## src/rtl/atl_pkg.sv

```systemverilog
// Shared types and constants for the arithmetic token lexer.
package atl_pkg;

  localparam int unsigned MaxFractionDigits = 9;
  localparam int unsigned FifoDepth         = 4;

  typedef enum logic [3:0] {
    TokPlus     = 4'd0,
    TokMinus    = 4'd1,
    TokAsterisk = 4'd2,
    TokSlash    = 4'd3,
    TokPower    = 4'd4,
    TokInteger  = 4'd5,
    TokDecimal  = 4'd6,
    TokEnd      = 4'd7,
    TokInvalid  = 4'd8
  } token_kind_e;

  typedef enum logic [1:0] {
    ModeIdle  = 2'd0,
    ModeStar  = 2'd1,
    ModeWhole = 2'd2,
    ModeFrac  = 2'd3
  } lex_mode_e;

  localparam logic [7:0] CharPlus  = 8'h2B;
  localparam logic [7:0] CharMinus = 8'h2D;
  localparam logic [7:0] CharStar  = 8'h2A;
  localparam logic [7:0] CharSlash = 8'h2F;
  localparam logic [7:0] CharPoint = 8'h2E;
  localparam logic [7:0] CharZero  = 8'h30;
  localparam logic [7:0] CharNine  = 8'h39;
  localparam logic [7:0] CharSpace = 8'h20;
  localparam logic [7:0] CharTab   = 8'h09;
  localparam logic [7:0] CharCr    = 8'h0D;

  localparam logic [30:0] WholeMax = 31'h7FFF_FFFF;

  typedef struct packed {
    token_kind_e kind;
    logic [30:0] integer_part;
    logic [29:0] fraction_digits;
    logic [3:0]  fraction_length;
    logic        saturated;
    logic        last_of_run;
  } token_t;

endpackage

```

## src/rtl/arithmetic_token_lexer.sv

```systemverilog
// Arithmetic expression lexer: one character per transaction in, tokens out.
//
// Channel  Direction  Handshake                 Payload
// in       input      in_valid_i / in_ready_o   in_byte_i, end_of_input_i
// out      output     out_valid_o / out_ready_i token_kind_o, integer_part_o,
//                                               fraction_digits_o, fraction_length_o,
//                                               saturated_o, last_of_run_o
//
// Each character is decoded in the cycle it is accepted and its tokens (zero, one
// or two) are written into a four-entry token queue; they can be taken in the next cycle.
// One character is accepted per cycle while the queue has two free entries, so the
// rate is one character per cycle and is bounded by the one-token-per-cycle output port.
// Reset clears the lexer mode, the number accumulators and the token queue.
// A stalled output fills the queue and then holds in_ready_o low until entries drain.
module arithmetic_token_lexer (
  input  logic        clk_i,
  input  logic        rst_ni,
  input  logic        in_valid_i,
  output logic        in_ready_o,
  input  logic [7:0]  in_byte_i,
  input  logic        end_of_input_i,
  output logic        out_valid_o,
  input  logic        out_ready_i,
  output logic [3:0]  token_kind_o,
  output logic [30:0] integer_part_o,
  output logic [29:0] fraction_digits_o,
  output logic [3:0]  fraction_length_o,
  output logic        saturated_o,
  output logic        last_of_run_o
);

  localparam int unsigned PtrW = $clog2(atl_pkg::FifoDepth);
  localparam int unsigned CntW = $clog2(atl_pkg::FifoDepth + 1);

  atl_pkg::lex_mode_e mode_q, mode_d;
  logic [30:0] whole_q, whole_d;
  logic [29:0] frac_q, frac_d;
  logic [3:0]  fcnt_q, fcnt_d;
  logic        ovf_q, ovf_d;

  atl_pkg::token_t fifo_q [atl_pkg::FifoDepth];
  logic [PtrW-1:0] wr_ptr_q, rd_ptr_q;
  logic [CntW-1:0] count_q;

  logic in_fire, out_fire;
  logic eoi, is_digit, is_space;
  logic [7:0] digit_raw;
  logic [3:0] digit;
  logic [34:0] whole_mac;
  logic        whole_sat;
  logic [29:0] frac_mac;

  logic                   idle_emit, idle_start;
  atl_pkg::token_kind_e   idle_kind;
  atl_pkg::lex_mode_e     idle_mode;

  logic                 pre_emit, pre_num, run_idle;
  atl_pkg::token_kind_e pre_kind;

  atl_pkg::token_t tok0, tok1;
  logic [1:0]      push_n;

  assign in_ready_o = count_q <= CntW'(atl_pkg::FifoDepth - 2);
  assign in_fire    = in_valid_i && in_ready_o;
  assign out_valid_o = count_q != '0;
  assign out_fire   = out_valid_o && out_ready_i;

  assign eoi       = end_of_input_i;
  assign is_digit  = (in_byte_i >= atl_pkg::CharZero) && (in_byte_i <= atl_pkg::CharNine);
  assign is_space  = (in_byte_i == atl_pkg::CharSpace) ||
                     ((in_byte_i >= atl_pkg::CharTab) && (in_byte_i <= atl_pkg::CharCr));
  assign digit_raw = in_byte_i - atl_pkg::CharZero;
  assign digit     = digit_raw[3:0];

  assign whole_mac = {1'b0, whole_q, 3'b000} + {3'b000, whole_q, 1'b0} + {31'd0, digit};
  assign whole_sat = whole_mac > {4'd0, atl_pkg::WholeMax};
  assign frac_mac  = {frac_q[26:0], 3'b000} + {frac_q[28:0], 1'b0} + {26'd0, digit};

  // Decode of a character seen with no token pending.
  always_comb begin
    idle_emit  = 1'b0;
    idle_start = 1'b0;
    idle_kind  = atl_pkg::TokInvalid;
    idle_mode  = atl_pkg::ModeIdle;
    priority if (eoi) begin
      idle_emit = 1'b1;
      idle_kind = atl_pkg::TokEnd;
    end else if (is_space) begin
      idle_emit = 1'b0;
    end else if (in_byte_i == atl_pkg::CharPlus) begin
      idle_emit = 1'b1;
      idle_kind = atl_pkg::TokPlus;
    end else if (in_byte_i == atl_pkg::CharMinus) begin
      idle_emit = 1'b1;
      idle_kind = atl_pkg::TokMinus;
    end else if (in_byte_i == atl_pkg::CharSlash) begin
      idle_emit = 1'b1;
      idle_kind = atl_pkg::TokSlash;
    end else if (in_byte_i == atl_pkg::CharStar) begin
      idle_mode = atl_pkg::ModeStar;
    end else if (is_digit) begin
      idle_start = 1'b1;
      idle_mode  = atl_pkg::ModeWhole;
    end else begin
      idle_emit = 1'b1;
      idle_kind = atl_pkg::TokInvalid;
    end
  end

  // Next lexer state and the pending token that a character closes.
  always_comb begin
    mode_d   = mode_q;
    whole_d  = whole_q;
    frac_d   = frac_q;
    fcnt_d   = fcnt_q;
    ovf_d    = ovf_q;
    pre_emit = 1'b0;
    pre_num  = 1'b0;
    pre_kind = atl_pkg::TokInvalid;
    run_idle = 1'b0;
    if (in_fire) begin
      unique case (mode_q)
        atl_pkg::ModeStar: begin
          if (!eoi && (in_byte_i == atl_pkg::CharStar)) begin
            pre_emit = 1'b1;
            pre_kind = atl_pkg::TokPower;
            mode_d   = atl_pkg::ModeIdle;
          end else begin
            pre_emit = 1'b1;
            pre_kind = atl_pkg::TokAsterisk;
            run_idle = 1'b1;
          end
        end
        atl_pkg::ModeWhole: begin
          if (!eoi && is_digit) begin
            whole_d = whole_sat ? atl_pkg::WholeMax : whole_mac[30:0];
            ovf_d   = ovf_q | whole_sat;
          end else if (!eoi && (in_byte_i == atl_pkg::CharPoint)) begin
            mode_d = atl_pkg::ModeFrac;
          end else begin
            pre_emit = 1'b1;
            pre_num  = 1'b1;
            pre_kind = atl_pkg::TokInteger;
            run_idle = 1'b1;
          end
        end
        atl_pkg::ModeFrac: begin
          if (!eoi && is_digit) begin
            if (fcnt_q < 4'(atl_pkg::MaxFractionDigits)) begin
              frac_d = frac_mac;
              fcnt_d = fcnt_q + 4'd1;
            end
          end else begin
            pre_emit = 1'b1;
            pre_num  = 1'b1;
            pre_kind = atl_pkg::TokDecimal;
            run_idle = 1'b1;
          end
        end
        default: begin
          run_idle = 1'b1;
        end
      endcase
      if (run_idle) begin
        mode_d = idle_mode;
        if (idle_start) begin
          whole_d = {27'd0, digit};
          frac_d  = '0;
          fcnt_d  = '0;
          ovf_d   = 1'b0;
        end
      end
    end
  end

  // Tokens produced by the accepted character.
  always_comb begin
    atl_pkg::token_t pre_tok, idle_tok;
    pre_tok.kind            = pre_kind;
    pre_tok.integer_part    = pre_num ? whole_q : '0;
    pre_tok.fraction_digits = (pre_num && (pre_kind == atl_pkg::TokDecimal)) ? frac_q : '0;
    pre_tok.fraction_length = (pre_num && (pre_kind == atl_pkg::TokDecimal)) ? fcnt_q : '0;
    pre_tok.saturated       = pre_num ? ovf_q : 1'b0;
    pre_tok.last_of_run     = 1'b1;
    idle_tok.kind            = idle_kind;
    idle_tok.integer_part    = '0;
    idle_tok.fraction_digits = '0;
    idle_tok.fraction_length = '0;
    idle_tok.saturated       = 1'b0;
    idle_tok.last_of_run     = 1'b1;
    tok0   = idle_tok;
    tok1   = idle_tok;
    push_n = 2'd0;
    if (pre_emit && run_idle && idle_emit) begin
      tok0             = pre_tok;
      tok0.last_of_run = 1'b0;
      push_n           = 2'd2;
    end else if (pre_emit) begin
      tok0   = pre_tok;
      push_n = 2'd1;
    end else if (run_idle && idle_emit) begin
      push_n = 2'd1;
    end
  end

  always_ff @(posedge clk_i or negedge rst_ni) begin
    if (!rst_ni) begin
      mode_q   <= atl_pkg::ModeIdle;
      whole_q  <= '0;
      frac_q   <= '0;
      fcnt_q   <= '0;
      ovf_q    <= 1'b0;
      wr_ptr_q <= '0;
      rd_ptr_q <= '0;
      count_q  <= '0;
    end else begin
      mode_q   <= mode_d;
      whole_q  <= whole_d;
      frac_q   <= frac_d;
      fcnt_q   <= fcnt_d;
      ovf_q    <= ovf_d;
      wr_ptr_q <= wr_ptr_q + PtrW'(push_n);
      rd_ptr_q <= rd_ptr_q + PtrW'(out_fire);
      count_q  <= count_q + CntW'(push_n) - CntW'(out_fire);
    end
  end

  always_ff @(posedge clk_i) begin
    if (push_n != 2'd0) begin
      fifo_q[wr_ptr_q] <= tok0;
    end
    if (push_n == 2'd2) begin
      fifo_q[wr_ptr_q + PtrW'(1)] <= tok1;
    end
  end

  assign token_kind_o      = fifo_q[rd_ptr_q].kind;
  assign integer_part_o    = fifo_q[rd_ptr_q].integer_part;
  assign fraction_digits_o = fifo_q[rd_ptr_q].fraction_digits;
  assign fraction_length_o = fifo_q[rd_ptr_q].fraction_length;
  assign saturated_o       = fifo_q[rd_ptr_q].saturated;
  assign last_of_run_o     = fifo_q[rd_ptr_q].last_of_run;

  // The token queue never holds more entries than it has.
  assert property (@(posedge clk_i) disable iff (!rst_ni)
    count_q <= CntW'(atl_pkg::FifoDepth))
    else $error("Token queue count exceeds its depth.");

  // End of input always leaves the lexer idle.
  assert property (@(posedge clk_i) disable iff (!rst_ni)
    (in_fire && end_of_input_i) |=> (mode_q == atl_pkg::ModeIdle))
    else $error("Lexer not idle after end of input.");

  // A pending star is always resolved by the next character.
  assert property (@(posedge clk_i) disable iff (!rst_ni)
    (in_fire && (mode_q == atl_pkg::ModeStar)) |=> (mode_q != atl_pkg::ModeStar))
    else $error("Pending star survived a transaction.");

  // The kept fraction never grows past its digit limit.
  assert property (@(posedge clk_i) disable iff (!rst_ni)
    fcnt_q <= 4'(atl_pkg::MaxFractionDigits))
    else $error("Fraction digit count exceeds its limit.");

endmodule
```

## config.mk

```make
export PLATFORM = sky130hd
export DESIGN_NAME = arithmetic_token_lexer
export DESIGN_NICKNAME = d
export VERILOG_FILES = /design/src/rtl/atl_pkg.sv /design/src/rtl/arithmetic_token_lexer.sv
export SDC_FILE = /design/constraint.sdc
export NUM_CORES = 1
export LEC_CHECK = 0
export BUFFER_PORTS_ARGS = -buffer_cell sky130_fd_sc_hd__buf_2
export CAP_MARGIN = 40
export CORE_ASPECT_RATIO = 1.2
export CORE_UTILIZATION = 35
export DETAILED_ROUTE_END_ITERATION = 8
export SETUP_SLACK_MARGIN = 0.02
export SYNTH_ARGS = -nofsm -noshare
export SYNTH_HDL_FRONTEND = slang
export SYNTH_SLANG_ARGS = --single-unit
```

## constraint.sdc

```tcl
create_clock -name clk_i -period 8.8 [get_ports clk_i]
set_input_delay 0 -clock clk_i [delete_from_list [all_inputs] [get_ports clk_i]]
set_output_delay 0 -clock clk_i [all_outputs]
set_load 0.03 [all_outputs]
```

==> qor.csv, run 1 <==
metric,value,unit
synth-compound-area-share,0.2303,
gp_congestion,0.8807,
drv_slew,0,
cap_violations,0,
htreeDepth,2,
r2r_cells,15,
synthXorXnorAreaFrac,0.02820,
mostFrequentLayoutCells,"268 x dfxtp_1, 212 x a22o_1, 132 x nand2_1, 122 x ha_1, 104 x nor2_1",
num_vias,13840,
leakage,9.074,nW
routed_wirelength,49770,microns
area_growth,14.60,%
cts_tree,done,
synth_edf_count,16,
synth-async-reset-ratio,0.2089,
start_kind,input port,
finalPower,0.004351,W
critPathArrivalTime,4.46,ns
ir_drop,134.3,uV
first_global_vias,14030,
fp-row-count,89,
layout_min_cycle_time,4.196,ns
coreArea,49550,sq um
yosys.area.top_type_share,0.3031,
hold_viol_final,0,
critPathBufInv,6,
rrSetupSlack,4.87,ns
drt-met1-wl,20850,microns
dieArea,51490,sq um
synth_mux_area_frac,0.09089,
antenna_found_initial,2,
cts_buffers,39,
power.density,214.5,nW/um^2
crit_family,buffers and inverters,
post_synth_instance_area,17700,sq um
die_y,248.4,microns
end_kind,flop,
synth.area.top_cells,"dfxtp_1 30%, dfrtp_1 11%, a22o_1 10%, mux4_2 9.0%, ha_1 8.6%",
crit_type,in -> reg,
clk_latency,0.57,ns
synth_top_family_by_area,compound AO/OA/AOI/OAI gates,
die_x,207.3,microns
cts.sinks,359,
numPortBuffers,85,
grt_util_all_layers,0.1930,
grt_first_pass_wirelength,78880,microns
critPathMaxStageDelay,0.67,ns
slew_headroom,0.3843,
path_cells,dlygate4sd3_1 > buf_2 > nor4b_1 > dlygate4sd3_1 > nand2_1 > nor4_1 > or4_4 > nor2_4 > inv_4 > nor2_4 > nor2_4 > buf_4 > inv_1,
fin_skew,0.03152,ns
syn_inst,1652,
yosys.area_share.adder,0.09188,
cts-root-buf,clkbuf_16,
io_pins,86,
syn_area_per_cell,10.72,sq um
grt_max_degree,60,
worstSetupPathDepth,13,
drc,0,
dp_slack,4.896,ns
yosys.area.top_type,dfxtp_1,
routed_via_density,5.816,
wl_met3,2962,microns
timing.final.ws_setup,4.604,ns
cp_slowest_cell,nor4b_1,
worst_ep_required_time,9.06,ns
wl_met2,24350,microns
worstMarginPinSlew,0.9236,ns
firstDrtPassIters,7,
rsz0062_at_grt,false,
synth_ff_type,dfxtp_1,
clk_pin_slew,0.06,ns
cts_resized,0,
final_antenna_net_count,0,
synth-seq-cells,359,
yosysWarnings,0,
start_util,0.3573,
max-clock-path-buffers,3,
syn_nets,1792,
final-setup-viol-count,0,
cts_setup_buffers,0,
fin_setup_tns,0,ns
run_status,"finished, final reports clean",
hold_depth,5,
fmax,238.3,MHz
synth_cell_types,70,
dpl.hpwl,32490,microns
maxUsedRoutingLayer,met5,
drive_above_1_share,0.1568,
fin_crit_sh,0.4768,
seq_area_frac_synth,0.4362,
wl_per_cell,20.92,microns
nets,1852,
worstPathMaxFanout,35,
yosys.area_share.simple,0.09040,
overflow,0,
holdBufCountCts,11,
drt_iter0_markers,925,
hp-class,in -> reg,
final_common_cell,dfxtp_1,
crit_top_cell,nor2_4,
-- sequential cells by signal (all words and copies together) (netlist names) --
signal    flops
count_q       3
whole_q      31
wr_ptr_q      2
rd_ptr_q      2
fifo_q      284
fcnt_q        4
mode_q        2
ovf_q         1
frac_q       30
-- metrics by stage --
step	cells	util	cell area, sq um	hold slack (ns)
2_1_floorplan	1652	-	17700	-0.2956
3_3_place_gp	2288	0.3771	18690	-0.1152
3_5_place_dp	2297	0.3811	18880	-0.1152
4_1_cts	2378	0.4094	20290	0.01014
5_1_grt	2379	0.4094	20290	0.05900
6_report	2379	0.4094	20290	0.01993
-- report_power, final --
group	total (W)	internal (W)	switching [W]
sequential	0.00181	0.00170	0.000111
combinational	0.000891	0.000326	0.000565
clock	0.00165	0.000971	0.000679
total	0.00435	0.00300	0.00136
-- per-layer routing --
metal / GRT usage / vias to the layer above
met3: 0.03215 / 98
met2: 0.3360 / 456
met1: 0.2391 / 6848
met4: 0.07441 / 2
li1: - / 6432
met5: 0 / -
-- cells in the mapped netlist (4+ instances only) --
master    instances
a211oi_1          8
a21boi_0          4
a21o_1           24
a21oi_1          74
a22o_1          212
a22oi_1          14
a31oi_1          12
a32oi_1          52
and2_1           13
and3_1           12
buf_1             8
buf_2            15
buf_6             5
clkbuf_1         78
dfrtp_1          75
dfxtp_1         268
edfxtp_1         16
fa_1              5
ha_1            122
inv_1            29
mux4_2           71
nand2_1         132
nand2b_1         15
nand3_1          12
nor2_1          109
nor2_4            4
nor2b_1          11
nor3_1           11
o211ai_1          4
o21a_1            8
o21ai_0          96
o21bai_1          7
o22ai_1          13
o31ai_1           4
or3_1             4
xnor2_1          26
xor2_1           31
-- tightest hold or removal path: cells and delay by family --
family | cells | cell delay [ns]
AND/OR/NAND/NOR | 2 | 0.23
buffers and inverters | 1 | 0.12
AO/OA/AOI/OAI | 2 | 0.17
-- final cells by class --
| type | instances | area [sq um] |
|---|---|---|
| Tap cell | 637 | 797.0 |
| Fill cell | 4712 | 29270 |
| Sequential cell | 359 | 7730 |
| Clock buffer | 62 | 1204 |
| Multi-Input combinational cell | 1157 | 9467 |
| Inverter | 30 | 115.1 |
| Antenna cell | 1 | 2.502 |
| Timing Repair Buffer | 125 | 885.9 |
| Clock inverter | 8 | 87.58 |
-- worst paths after layout --
kind,startpoint,end
setup / recovery,end_of_input_i,fifo_q[0][70]
hold / removal,in_byte_i[4],fcnt_q[3]
setup reg to reg,whole_q[0],whole_q[20]
hold reg to reg,fifo_q[1][0],fifo_q[1][0]
max in group asynchronous,rst_ni,whole_q[21]
min in group asynchronous,rst_ni,whole_q[14]
-- cell families after synthesis --
group           count (synthesis)
compound gates                556
xor+xnor                       57
fa+ha+maj                     127
buf+inv                       136
flops                         359
mux                            72
simple gates                  345
Note: power is estimated with default switching activity, not from simulation.
==> run 2, diff against run 1 <==
- clock period: 8.8 -> 3.8 ns (I/O delays scaled with it)
==> run 2 against run 1 <==
Sequential share of layout area is 0.27 points lower. Via count is 0.78% higher. Final area is 0.72% higher. Sequential power is 130% higher. Clock power is 130% higher. Total power is 130% higher. Global-route usage is 0.50 points higher. Count of clock-buffer cells in the layout is 1 lower. Highest routed layer unchanged.
==> qor.csv, run 2 (synthesis results as in run 1) <==
metric,value,unit,change
grt_max_degree,54,,-10%
firstDrtPassIters,6,,-1
r2r_cells,17,,+2
worstMarginPinSlew,0.8368,ns,-0.08683 ns
final_common_cell,dfxtp_1,,
crit_top_cell,buf_4,,
fp-row-count,89,,unchanged
num_vias,13940,,+0.78%
antenna_found_initial,1,,-1
critPathArrivalTime,4.13,ns,-0.33 ns
dpl.hpwl,33410,microns,+2.8%
cp_slowest_cell,o311a_1,,
die_x,207.3,microns,unchanged
gp_congestion,0.8844,,+0.42%
first_global_vias,14110,,+0.53%
area_growth,15.42,%,
path_cells,buf_4 > ha_1 > ha_2 > inv_1 > fa_2 > nor2b_1 > o31ai_2 > a21oi_2 > a41o_1 > o311a_1 > a211o_1 > a31oi_1 > o211ai_1 > buf_4 > buf_8 > o21ai_0 > nand2_1,,
worstPathMaxFanout,16,,-54%
cts-root-buf,clkbuf_16,,
drt_iter0_markers,1004,,+8.5%
grt_util_all_layers,0.1980,,+0.005002
nets,1877,,+1.3%
fin_setup_tns,0,ns,unchanged
cts_buffers,39,,unchanged
r2r-start,whole_q[0],,
max-clock-path-buffers,3,,unchanged
mostFrequentLayoutCells,"268 x dfxtp_1, 212 x a22o_1, 132 x nand2_1, 120 x ha_1, 104 x nor2_1",,
cts_tree,done,,
overflow,0,,unchanged
drv_slew,0,,unchanged
critPathBufInv,4,,-2
dieArea,51490,sq um,unchanged
run_status,"finished, final reports clean",,
leakage,9.171,nW,+1.1%
drc,0,,unchanged
start_kind,flop,,
power.density,500.2,nW/um^2,+130%
rrSetupSlack,0.14,ns,-4.73 ns
worst_ep_required_time,4.27,ns,-4.79 ns
final-setup-viol-count,0,,unchanged
crit_type,reg -> reg,,
ir_drop,362.4,uV,+170%
cap_violations,0,,unchanged
end_kind,flop,,
grt_first_pass_wirelength,80900,microns,+2.6%
routed_wirelength,51030,microns,+2.5%
reg_top3,"fifo_q: 284 flops, whole_q: 31 flops, frac_q: 30 flops",,
slew_headroom,0.4408,,+0.05654
r2r_end,whole_q[11],,
numPortBuffers,85,,unchanged
routed_via_density,5.798,,-0.31%
fin_crit_sh,0.9637,,
drive_above_1_share,0.1725,,+0.01570
clk_latency,0.58,ns,about the same
cts.sinks,359,,unchanged
start_util,0.3573,,unchanged
top_register,fifo_q,,
hold_viol_final,0,,unchanged
antennaDiodeCount,0,,-1
die_y,248.4,microns,unchanged
hp-class,in -> async,,
critPathMaxStageDelay,0.40,ns,-0.27 ns
finalPower,0.01022,W,+130%
final_util,0.4123,,+0.002929
final_antenna_net_count,0,,unchanged
fmax,273.1,MHz,
htreeDepth,2,,unchanged
layout_min_cycle_time,3.662,ns,
crit_family,compound AO/OA/AOI/OAI gates,,
fin_skew,0.03830,ns,+0.006779 ns
coreArea,49550,sq um,unchanged
wl_per_cell,21.22,microns,+1.4%
clk_pin_slew,0.06,ns,about the same
largest_register_ff_count,284,,unchanged
io_pins,86,,unchanged
-- run 2: cell count changes in the layout (fill, tap and decap cells not counted), moves of 3 or more --
cell      before  now
clkbuf_1      10   15
o21ai_0       96   90
o21ai_1        1    7
buf_4         21   50
buf_16         5    0
buf_12         0    3
clkbuf_8      12    6
-- run 2: cell type report --
type,count,area (sq um)
flip-flops and latches,359,7730
clock inverters,11,142.6
repair buffers,150,997.2
multi-input cells,1157,9512
well taps,637,797.0
clock buffers,61,1140
fillers,4743,29120
inverters,30,115.1
-- run 2: what timing repair did --
| item | CTS | global route |
|---|---|---|
| endpoints found under the setup margin | 0 | 32 |
| hold endpoints to repair | 67 | 0 |
| buffers inserted | 0 | 4 |
| hold buffers | 10 | 0 |
| gates resized for setup | 0 | 20 |
-- run 2: worst max-delay path by stage --
stage,startpoint,endpoint,slack (ns),depth (start not counted)
after floorplan,whole_q[0],whole_q[3],0.33,15
after global placement,whole_q[0],whole_q[22],0.23,15
after detailed placement,whole_q[0],whole_q[20],0.13,15
after CTS,whole_q[0],whole_q[3],0.1,15
after global routing,whole_q[0],whole_q[20],-0.03,17
final,whole_q[0],whole_q[11],0.14,17
-- run 2: power breakdown --
group / leakage, nW / switching, W / internal, W
clock: 0.627 / 0.00167 / 0.00217
sequential: 3.33 / 0.000250 / 0.00393
combinational: 5.22 / 0.00137 / 0.000830
total: 9.17 / 0.00329 / 0.00693
-- run 2: per-stage QoR --
| stage | area, sq um | hold slack, ns | std cells | setup slack (ns) |
|---|---|---|---|---|
| global placement | 18900 | 0.1399 | 2315 | 0.2333 |
| floorplan | 17700 | -0.2956 | 1652 | 0.3310 |
| CTS | 20340 | 0.03898 | 2400 | 0.09823 |
| global route | 20430 | 0.09797 | 2405 | -0.03284 |
| finish | 20430 | 0.03833 | 2405 | 0.1379 |
| detailed placement | 18960 | 0.1388 | 2318 | 0.1302 |
-- run 2: worst reg2reg max path, cell delays in order, from the launching register on --
cell and delay [ns]:
dfrtp_1 0.38, buf_4 0.15, ha_1 0.18, ha_2 0.19
inv_1 0.09, fa_2 0.21, nor2b_1 0.06, o31ai_2 0.38
a21oi_2 0.12, a41o_1 0.22, o311a_1 0.40, a211o_1 0.23
a31oi_1 0.16, o211ai_1 0.13, buf_4 0.17, buf_8 0.16
o21ai_0 0.24, nand2_1 0.08
-- run 2: routing by layer --
layer	GRT usage	wire length (microns)	vias to the layer above
met5	0	13	-
met4	0.06190	1371	2
met3	0.03278	2529	88
met2	0.3500	25450	389
met1	0.2465	21660	6994
li1	-	-	6471
